**config.mk**
```make
export PLATFORM = sky130hd
export DESIGN_NAME = tile_cache_lru_tags_top
export DESIGN_NICKNAME = d
export VERILOG_FILES = /design/src/hdl/tclt_pkg.sv /design/src/hdl/tclt_ctrl.sv /design/src/hdl/tclt_datapath.sv /design/src/hdl/tile_cache_lru_tags_top.sv
export SDC_FILE = /design/constraint.sdc
export NUM_CORES = 1
export LEC_CHECK = 0
export CAP_MARGIN = 20
export CELL_PAD_IN_SITES_DETAIL_PLACEMENT = 0
export CELL_PAD_IN_SITES_GLOBAL_PLACEMENT = 1
export CORE_MARGIN = 5
export CORE_UTILIZATION = 60
export CTS_BUF_LIST = sky130_fd_sc_hd__clkbuf_4
export DETAILED_ROUTE_END_ITERATION = 10
export DONT_BUFFER_PORTS = 1
export PLACE_DENSITY = 0.84
export SETUP_SLACK_MARGIN = 0.3
export SYNTH_ARGS = -nofsm -noshare
export SYNTH_HDL_FRONTEND = slang
export SYNTH_SLANG_ARGS = --single-unit
```
**constraint.sdc**
```tcl
create_clock -name clk -period 6.4 [get_ports clk]
set_input_delay 1.28 -clock clk [delete_from_list [all_inputs] [get_ports clk]]
set_output_delay 1.28 -clock clk [all_outputs]
set_load 0.005 [all_outputs]
```
**src/hdl/tclt_pkg.sv**
```systemverilog
// ----------------------------------------------------------------------------
// tclt_pkg
// Shared types and fixed field widths of the tile cache tag controller.
// ----------------------------------------------------------------------------
`default_nettype none

package tclt_pkg;

  localparam int LEVEL_BITS = 5;
  localparam int SLOT_BITS  = 2;

  typedef enum logic [1:0] {
    S_IDLE,
    S_MATCH,
    S_SCAN,
    S_DONE
  } state_t;

  typedef struct packed {
    logic load_key;
    logic match;
    logic scan_step;
    logic commit;
  } cmd_t;

  typedef struct packed {
    logic hit_now;
    logic is_fill;
    logic scan_last;
  } status_t;

endpackage

`default_nettype wire

```
**src/hdl/tclt_ctrl.sv**
```systemverilog
// ----------------------------------------------------------------------------
// tclt_ctrl
// Sequencer of the tag controller: accept, tag match, victim scan, commit.
// ----------------------------------------------------------------------------
`default_nettype none

module tclt_ctrl (
  input  wire logic             clk,
  input  wire logic             rst_n,
  input  wire logic             start,
  output logic                  busy,
  input  wire tclt_pkg::status_t status,
  output tclt_pkg::cmd_t        cmd
);

  tclt_pkg::state_t state_r;
  tclt_pkg::state_t state_nxt;

  always_ff @(posedge clk) begin
    if (!rst_n) begin
      state_r <= tclt_pkg::S_IDLE;
    end else begin
      state_r <= state_nxt;
    end
  end

  always_comb begin
    state_nxt = state_r;
    case (state_r)
      tclt_pkg::S_IDLE: begin
        if (start) state_nxt = tclt_pkg::S_MATCH;
      end
      tclt_pkg::S_MATCH: begin
        if (status.hit_now || !status.is_fill) begin
          state_nxt = tclt_pkg::S_DONE;
        end else begin
          state_nxt = tclt_pkg::S_SCAN;
        end
      end
      tclt_pkg::S_SCAN: begin
        if (status.scan_last) state_nxt = tclt_pkg::S_DONE;
      end
      tclt_pkg::S_DONE: begin
        state_nxt = tclt_pkg::S_IDLE;
      end
      default: begin
        state_nxt = tclt_pkg::S_IDLE;
      end
    endcase
  end

  always_comb begin
    cmd  = '0;
    busy = 1'b1;
    case (state_r)
      tclt_pkg::S_IDLE: begin
        busy         = 1'b0;
        cmd.load_key = start;
      end
      tclt_pkg::S_MATCH: begin
        cmd.match = 1'b1;
      end
      tclt_pkg::S_SCAN: begin
        cmd.scan_step = 1'b1;
      end
      tclt_pkg::S_DONE: begin
        cmd.commit = 1'b1;
      end
      default: begin
        busy = 1'b1;
      end
    endcase
  end

endmodule

`default_nettype wire

```
**src/hdl/tclt_datapath.sv**
```systemverilog
// ----------------------------------------------------------------------------
// tclt_datapath
// Way storage, tag compare, serial least-recently-used scan and result regs.
// ----------------------------------------------------------------------------
`default_nettype none

module tclt_datapath #(
  parameter int WAYS       = 4,
  parameter int STAMP_BITS = 32,
  parameter int COORD_BITS = 18
) (
  input  wire logic                            clk,
  input  wire logic                            rst_n,
  input  wire tclt_pkg::cmd_t                  cmd,
  output tclt_pkg::status_t                    status,
  input  wire logic                            in_kind,
  input  wire logic [tclt_pkg::LEVEL_BITS-1:0] in_level,
  input  wire logic [COORD_BITS-1:0]           in_column,
  input  wire logic [COORD_BITS-1:0]           in_row,
  input  wire logic                            in_load_ok,
  output logic                                 out_strobe,
  output logic                                 out_hit,
  output logic [tclt_pkg::SLOT_BITS-1:0]       out_slot,
  output logic                                 out_resident,
  output logic                                 out_dropped
);

  localparam int IW = (WAYS > 1) ? $clog2(WAYS) : 1;

  logic [WAYS-1:0]                 valid_r;
  logic [tclt_pkg::LEVEL_BITS-1:0] level_r [WAYS];
  logic [COORD_BITS-1:0]           column_r [WAYS];
  logic [COORD_BITS-1:0]           row_r [WAYS];
  logic [STAMP_BITS-1:0]           stamp_r [WAYS];
  logic [STAMP_BITS-1:0]           counter_r;

  logic                            key_kind_r;
  logic [tclt_pkg::LEVEL_BITS-1:0] key_level_r;
  logic [COORD_BITS-1:0]           key_column_r;
  logic [COORD_BITS-1:0]           key_row_r;
  logic                            key_ok_r;

  logic                            hit_r;
  logic [IW-1:0]                   hit_idx_r;
  logic [IW-1:0]                   scan_idx_r;
  logic [IW-1:0]                   best_idx_r;
  logic [STAMP_BITS-1:0]           best_stamp_r;
  logic                            inv_found_r;

  logic                            strobe_r;
  logic                            res_hit_r;
  logic [tclt_pkg::SLOT_BITS-1:0]  res_slot_r;
  logic                            res_resident_r;
  logic                            res_dropped_r;

  logic [WAYS-1:0]                 match;
  logic                            any_hit;
  logic [IW-1:0]                   first_idx;
  logic [STAMP_BITS-1:0]           fresh;
  logic [IW+1:0]                   hit_ext;
  logic [IW+1:0]                   best_ext;

  always_comb begin
    for (int w = 0; w < WAYS; w++) begin
      match[w] = valid_r[w] && (level_r[w] == key_level_r) &&
                 (column_r[w] == key_column_r) && (row_r[w] == key_row_r);
    end
  end

  always_comb begin
    first_idx = '0;
    for (int w = WAYS - 1; w >= 0; w--) begin
      if (match[w]) first_idx = IW'(w);
    end
  end

  assign any_hit  = |match;
  assign fresh    = counter_r + 1'b1;
  assign hit_ext  = {2'b00, hit_idx_r};
  assign best_ext = {2'b00, best_idx_r};

  assign status.hit_now   = any_hit;
  assign status.is_fill   = key_kind_r;
  assign status.scan_last = (scan_idx_r == IW'(WAYS - 1));

  always_ff @(posedge clk) begin
    if (cmd.load_key) begin
      key_kind_r   <= in_kind;
      key_level_r  <= in_level;
      key_column_r <= in_column;
      key_row_r    <= in_row;
      key_ok_r     <= in_load_ok;
    end
  end

  always_ff @(posedge clk) begin
    if (cmd.match) begin
      hit_r        <= any_hit;
      hit_idx_r    <= first_idx;
      scan_idx_r   <= '0;
      best_idx_r   <= '0;
      best_stamp_r <= stamp_r[0];
      inv_found_r  <= 1'b0;
    end else if (cmd.scan_step) begin
      scan_idx_r <= scan_idx_r + 1'b1;
      if (!inv_found_r) begin
        if (!valid_r[scan_idx_r]) begin
          best_idx_r  <= scan_idx_r;
          inv_found_r <= 1'b1;
        end else if (stamp_r[scan_idx_r] < best_stamp_r) begin
          best_idx_r   <= scan_idx_r;
          best_stamp_r <= stamp_r[scan_idx_r];
        end
      end
    end
  end

  always_ff @(posedge clk) begin
    if (!rst_n) begin
      valid_r   <= '0;
      counter_r <= '0;
      strobe_r  <= 1'b0;
    end else begin
      strobe_r <= cmd.commit;
      if (cmd.commit) begin
        if (hit_r) begin
          counter_r <= fresh;
        end else if (key_kind_r) begin
          valid_r[best_idx_r] <= key_ok_r;
          if (key_ok_r) counter_r <= fresh;
        end
      end
    end
  end

  always_ff @(posedge clk) begin
    if (cmd.commit) begin
      if (hit_r) begin
        stamp_r[hit_idx_r] <= fresh;
      end else if (key_kind_r && key_ok_r) begin
        level_r[best_idx_r]  <= key_level_r;
        column_r[best_idx_r] <= key_column_r;
        row_r[best_idx_r]    <= key_row_r;
        stamp_r[best_idx_r]  <= fresh;
      end
    end
  end

  always_ff @(posedge clk) begin
    if (cmd.commit) begin
      if (hit_r) begin
        res_hit_r      <= 1'b1;
        res_slot_r     <= hit_ext[1:0];
        res_resident_r <= 1'b1;
        res_dropped_r  <= 1'b0;
      end else if (key_kind_r) begin
        res_hit_r      <= 1'b0;
        res_slot_r     <= best_ext[1:0];
        res_resident_r <= key_ok_r;
        res_dropped_r  <= valid_r[best_idx_r];
      end else begin
        res_hit_r      <= 1'b0;
        res_slot_r     <= '0;
        res_resident_r <= 1'b0;
        res_dropped_r  <= 1'b0;
      end
    end
  end

  assign out_strobe   = strobe_r;
  assign out_hit      = res_hit_r;
  assign out_slot     = res_slot_r;
  assign out_resident = res_resident_r;
  assign out_dropped  = res_dropped_r;

  a_strobe_after_commit: assert property (@(posedge clk) disable iff (!rst_n)
    strobe_r |-> $past(cmd.commit))
    else $error("Result strobe without a commit cycle.");

  a_counter_on_commit: assert property (@(posedge clk) disable iff (!rst_n)
    (counter_r != $past(counter_r)) |-> $past(cmd.commit))
    else $error("Use counter moved outside a commit cycle.");

  a_hit_resident: assert property (@(posedge clk) disable iff (!rst_n)
    (strobe_r && res_hit_r) |-> (res_resident_r && !res_dropped_r))
    else $error("A hit must report a resident entry and no eviction.");

  a_valid_on_commit: assert property (@(posedge clk) disable iff (!rst_n)
    !$stable(valid_r) |-> $past(cmd.commit && !hit_r && key_kind_r))
    else $error("Valid bits changed outside a fill commit.");

endmodule

`default_nettype wire

```
**src/hdl/tile_cache_lru_tags_top.sv**
```systemverilog
// ----------------------------------------------------------------------------
// tile_cache_lru_tags_top
// Tag and least-recently-used replacement controller of a small fully
// associative map-tile cache keyed by zoom level, column and row.
// ----------------------------------------------------------------------------
// A request is taken when start is high and busy is low. A lookup, or any
// request that hits, keeps busy high through the match and commit states after
// the transfer, so no new request is taken until it is done. A fill that misses
// also passes through the victim scan, which walks the stamps one way at a time
// through a single comparator before the commit. The result is on the out_
// ports for exactly one cycle, marked by out_strobe, in the first cycle with
// busy low again; the receiver cannot stall it and must take the transfer then.
// All ways are invalid after reset, with no clearing pass.
`default_nettype none

module tile_cache_lru_tags_top #(
  parameter int WAYS       = 4,
  parameter int STAMP_BITS = 32,
  parameter int COORD_BITS = 18
) (
  input  wire logic                            clk,
  input  wire logic                            rst_n,
  input  wire logic                            start,
  output logic                                 busy,
  input  wire logic                            in_kind,
  input  wire logic [tclt_pkg::LEVEL_BITS-1:0] in_level,
  input  wire logic [COORD_BITS-1:0]           in_column,
  input  wire logic [COORD_BITS-1:0]           in_row,
  input  wire logic                            in_load_ok,
  output logic                                 out_strobe,
  output logic                                 out_hit,
  output logic [tclt_pkg::SLOT_BITS-1:0]       out_slot,
  output logic                                 out_resident,
  output logic                                 out_dropped
);

  tclt_pkg::cmd_t    cmd;
  tclt_pkg::status_t status;

  tclt_ctrl u_ctrl (
    .clk    (clk),
    .rst_n  (rst_n),
    .start  (start),
    .busy   (busy),
    .status (status),
    .cmd    (cmd)
  );

  tclt_datapath #(
    .WAYS       (WAYS),
    .STAMP_BITS (STAMP_BITS),
    .COORD_BITS (COORD_BITS)
  ) u_datapath (
    .clk          (clk),
    .rst_n        (rst_n),
    .cmd          (cmd),
    .status       (status),
    .in_kind      (in_kind),
    .in_level     (in_level),
    .in_column    (in_column),
    .in_row       (in_row),
    .in_load_ok   (in_load_ok),
    .out_strobe   (out_strobe),
    .out_hit      (out_hit),
    .out_slot     (out_slot),
    .out_resident (out_resident),
    .out_dropped  (out_dropped)
  );

endmodule

`default_nettype wire

```
After elaboration in Yosys (flattened, before gate mapping)
Memories as Yosys holds them, arrays and structs flattened. A register that Yosys moved wholly into a read port is not among the register bits.
Index checks and enable logic that the tools add are counted.
- $add $sub $neg: 2
- $lt $le $gt $ge: 4
- equal/unequal tests: 20
- multiplexer cells: 46
- bitwise gates (word level): 3
- reduce and logical (&&, ||, !) cells: 31
- operators by type and width (kind ; count):
    32-bit two-way mux ; 9
    18-bit equality test ; 8
    32-bit by 1-bit adder with 32-bit output, second input constant ; 1
    32-bit less-than comparator ; 1
    32-bit OR reduction ; 1
    2-bit two-way mux ; 11
    1-bit two-way mux ; 21
    5-bit equality test ; 4
    1-bit logical AND ; 14
    2-bit nonzero test ; 5
    3-bit AND reduction ; 3
    2-bit != test, second input constant ; 4
    2-bit case mux with 4 select lines ; 1
    2-bit equality test, second input constant ; 3
    2-bit by 3-bit less-than comparator with 1-bit output, second input constant ; 2
    1-bit binary-select mux with 2-bit select ; 2
    4-bit bitwise mux ; 1
    4-bit AND reduction ; 1
    2-bit OR reduction ; 2
    4-bit OR reduction ; 1
    1-bit inverter ; 3
    2-bit by 1-bit adder with 2-bit output, second input constant ; 1
    1-bit demux with 2-bit select ; 1
    2-bit by 1-bit equality test with 1-bit output, second input constant ; 1
    other kinds (5) ; 5
- register bits: 127
- RAM bits: 292
- input port bits: 46
- output and inout port bits: 7
- word-level logic and storage cells: 130
- memories: 4
- memories (name ; depth ; bits a word ; rd ports ; clocked after memory_dff ; write ports ; line ; source):
    u_datapath.stamp_r ; 4 ; 32 ; 2 ; 1 ; 1 ; tclt_datapath.sv:34 ; logic [STAMP_BITS-1:0] stamp_r [WAYS];
    u_datapath.column_r ; 4 ; 18 ; 4 ; 0 ; 1 ; tclt_datapath.sv:32 ; logic [COORD_BITS-1:0] column_r [WAYS];
    u_datapath.row_r ; 4 ; 18 ; 4 ; 0 ; 1 ; tclt_datapath.sv:33 ; logic [COORD_BITS-1:0] row_r [WAYS];
    u_datapath.level_r ; 4 ; 5 ; 4 ; 0 ; 1 ; tclt_datapath.sv:31 ; logic [tclt_pkg::LEVEL_BITS-1:0] level_r [WAYS];

Depth between registers and ports, before layout
An unclocked memory read counts as a cell.
- depth in word-level cells: 9
- depth in mapped cells: 10

Modules after synthesis
A second synthesis with hierarchy kept.
- cells, all modules: 1202
- area, all modules: 17874.6 µm²
- modules (own cells, without submodules) (module ; times used ; cells each ; area an instance (µm²)):
    tclt_datapath ; 1 ; 1181 ; 17684.5
    tclt_ctrl ; 1 ; 21 ; 190.2

Least setup slack after synthesis
No wires, ideal clock.
- kind: register to register
- start: register (tool-made name)
- end: register u_datapath.best_stamp_r[0], enable pin
- arrival time: 3.389 ns
- data required time: 6.009 ns
- setup slack: 2.620 ns
- cell stages (with the launch flop): 11
- buffers on the path: 2
- path through: dfxtp_1 > buf_2 > buf_2 > mux4_2 > ha_1 > a21o_1 > a221o_1 > a221oi_1 > nand4_1 > a21oi_1 > o21a_1
- RTL lines (element ; line ; source):
    end signal, assigned ; tclt_datapath.sv:102 ; best_stamp_r <= stamp_r[0];
    end signal, assigned ; tclt_datapath.sv:112 ; best_stamp_r <= stamp_r[scan_idx_r];
    end, declared ; tclt_datapath.sv:47 ; logic [STAMP_BITS-1:0] best_stamp_r;

==> results.cfg <==
[status]
status = finished, final reports clean

[synth]
synth_compound_gate_area_share_pct = 2.71
yosys-top-cells-area = sky130_fd_sc_hd__edfxtp_1 (63%), sky130_fd_sc_hd__xnor2_1 (5.5%), sky130_fd_sc_hd__dfxtp_1 (5.1%)
syn_area_sq_um = 17900
post_synthesis_sequential_area_ratio_pct = 67.9
mappedNetlistNets = 1238
ys_seq_elements = 421
netlist-cell-type-count = 61
synth_top_family_by_area = XOR/XNOR gates
synthesis.instances = 1154
synth.mux.area_fraction_pct = 6.60
synth_area_per_cell_sq_um = 15.5
synth_warnings = 0
synthArstFlopShare_pct = 0
cell_type_with_the_highest_aggregate_area_in_the_netlist = sky130_fd_sc_hd__edfxtp_1
post-synth-top-area-fraction_pct = 62.8
yosysMostFrequentCell = sky130_fd_sc_hd__edfxtp_1
synth-main-ff-cell = sky130_fd_sc_hd__edfxtp_1
xor_xnor_share_of_the_synthesized_area_pct = 10.2
synth_edf_count = 375
synth-simple-area-share_pct = 8.07
synth_common_cells = sky130_fd_sc_hd__edfxtp_1 (375), sky130_fd_sc_hd__xnor2_1 (113), sky130_fd_sc_hd__xor2_1 (95)
post_synthesis_adder_cell_area_fraction_pct = 2.65

[detailed_routing]
drt_iter0_drc = 639
drt_drc_violations_left = 0
via_count_of_the_routed_design = 9683
wl_per_cell_um = 19.8
routed_via_density = 5.63
wl_um = 34100
antenna_left = 0
dr.pass1.iters = 5

[clock_network]
clkSlewWorstSetupHoldPaths_ps = 60
cts_num_sinks = 421
cts.repair.resized = 0
post_cts.repair.setup_buffers = 0
cts_tree = built
cts.htree.levels = 3
clock_latency_at_the_later_pin_of_the_worst_skew_pair_ps = 750
hold_buffers = 0
max-clock-path-buffers = 3
cts_buffers = 105
cts.root.buffer_cell = sky130_fd_sc_hd__clkbuf_4

[place]
place_congestion = 0.810
buffer_ports.inserted = 0
place.detailed.hpwl_um = 22000

[power]
power_internal_mw = 5.04
power_leakage_nw = 6.79
combPwrFrac_pct = 17.1
portion_of_total_power_attributed_to_the_clock_network_pct = 31.3
power_per_cell_area_nw_per_um2 = 355
power_switching_share_pct = 28.2
seq_power_share_pct = 51.6
worst_ir_drop_vdd_mv = 0.200
net_switching_power_figure_mw = 1.98

[sta]
grt_setup_unrepaired = false
final-setup-viol-count = 0
finalSetupTns_ps = 0
final.setup_skew_ps = 68.0
finalCriticalPeriod_ps = 4460
slew_headroom_pct = 25.3
maximum_clock_frequency_mhz = 224
period_share_pct = 69.7
timing.final.max_slew_violations = 0
timing.final.hold_violations = 0
worst_pin_slew_ps = 1120

[floorplanning]
design.die.area_sq_um = 33400
die_w_um = 183
io_pins = 53
die_h_um = 183
floorplan.core_area_sq_um = 29600
std_cell_rows = 63
initial_core_util_pct = 60.7

[global_route]
first_global_vias = 9820
global_route.usage.total_pct = 21.0
grt-ovfl-total = 0
grt_start_max_net_pins = 47
grt_first_pass_wirelength_um = 54200
antenna_found_initial = 3

[layout]
fillerInstances = 2093
fin_util_pct = 67.0
drive_gt1_share_pct = 19.5
area.growth.synth_to_final_pct = 10.4
design.final.nets = 1326

[worst_hold_path]
hold_path_class = register to register

[worst_setup_path]
cp.required_ps = 6810
worstSetupStartpointType = register
timing.critical_path.to_type = register
crit_type = register to register
worstPathArrival_ps = 4870
worst-path-max-fanout = 27

[flow_run]
drv_cap = 0
## through the flow
step                      power, mW  instances  area (sq um)  hold slack, ps  setup slack [ps]
final                          7.02       1720         19800             491              1940
after CTS                      7.09       1716         19800             491              1850
after global routing           7.43       1719         19800             515              1480
after global placement         4.84       1524         18400             471              1970
after detailed placement       4.88       1524         18400             476              1870
after floorplan                4.51       1154         17900             458              2620
## final timing paths
check                                             start  depth (start not counted)                               endpoint  slack, ps
setup reg to reg                               register                         10  u_datapath.best_stamp_r[23]$_DFFE_PP_       1940
hold / removal    u_datapath.counter_r[31]$_SDFFE_PN0P_                          2  u_datapath.counter_r[31]$_SDFFE_PN0P_        490
hold reg to reg   u_datapath.counter_r[31]$_SDFFE_PN0P_                          2  u_datapath.counter_r[31]$_SDFFE_PN0P_        490
setup / recovery                               register                         10  u_datapath.best_stamp_r[23]$_DFFE_PP_       1940
## routing by layer
layer  vias up  track usage, %  routed length [um]  share of wire, %
met1      4778            32.3               16300                48
met3        45            4.86                2530               7.4
met2       322            30.4               14800                43
met4         2            6.17                 481               1.4
li1       4536               -                   -                 -
met5         -               0                  13             0.038
## cell families after synthesis
logic type / Yosys count
mux: 73
fa+ha+maj: 38
buf+inv: 86
flops: 421
simple gates: 256
compound gates: 72
xor+xnor: 208
## layout by cell type (no fill, tap or decap), drive strengths merged, types with 3 or more instances in the layout
cell type	n
edfxtp	375
clkbuf	152
xnor2	113
xor2	95
nand2	53
inv	52
dfxtp	46
clkinv	39
ha	38
mux4	33
nand4	33
mux2	32
and2	30
nor2	27
nand3	25
nor4	25
a21oi	18
nand2b	15
o21ai	13
buf	13
nor3	13
a21boi	9
mux2i	8
nor2b	7
and3	6
or3	6
a21o	6
o2111ai	4
nand3b	4
diode	3
and4	3
o211ai	3
and3b	3
or2	3
## sequential cells by signal, indices dropped and copies added (netlist names), named ones only
signal	flops
u_datapath.stamp_r	128
u_datapath.column_r	72
u_datapath.row_r	72
u_datapath.best_stamp_r	32
u_datapath.counter_r	32
u_datapath.level_r	20
u_datapath.key_column_r	18
u_datapath.key_row_r	18
u_datapath.key_level_r	5
u_datapath.valid_r	4
u_ctrl.state_r	2
u_datapath.best_idx_r	2
u_datapath.hit_idx_r	2
u_datapath.out_slot	2
u_datapath.scan_idx_r	2
u_datapath.hit_r	1
u_datapath.inv_found_r	1
u_datapath.key_kind_r	1
u_datapath.key_ok_r	1
u_datapath.out_dropped	1
u_datapath.out_hit	1
u_datapath.out_resident	1
u_datapath.out_strobe	1
## worst max-delay path, stage by stage (launching register included)
cell	delay, ps
sky130_fd_sc_hd__dfxtp_2	960
sky130_fd_sc_hd__buf_4	370
sky130_fd_sc_hd__mux4_2	540
sky130_fd_sc_hd__ha_1	310
sky130_fd_sc_hd__nand2_1	50
sky130_fd_sc_hd__nor3_1	340
sky130_fd_sc_hd__nand3_1	140
sky130_fd_sc_hd__o41ai_1	630
sky130_fd_sc_hd__a21oi_1	170
sky130_fd_sc_hd__o21a_1	330
sky130_fd_sc_hd__buf_4	310
## power by group through the flow
stage / Sequential, mW / Clock [mW] / Combinational [mW]
floorplan: 3.49 / 0 / 1.02
global placement: 3.67 / 0 / 1.17
detailed placement: 3.68 / 0 / 1.20
CTS: 3.63 / 2.26 / 1.21
global route: 3.66 / 2.42 / 1.35
finish: 3.62 / 2.19 / 1.20
## area by class of cell
type	count	area [sq um]	share of cell area, %
Sequential cell	421	12200	61.5
Multi-Input combinational cell	647	5460	27.6
Clock buffer	152	1140	5.76
Tap cell	390	488	2.47
Inverter	54	203	1.02
Clock inverter	40	200	1.01
Timing Repair Buffer	13	110	0.556
Antenna cell	3	7.51	0.0379
(Power assumes the default switching activity.)
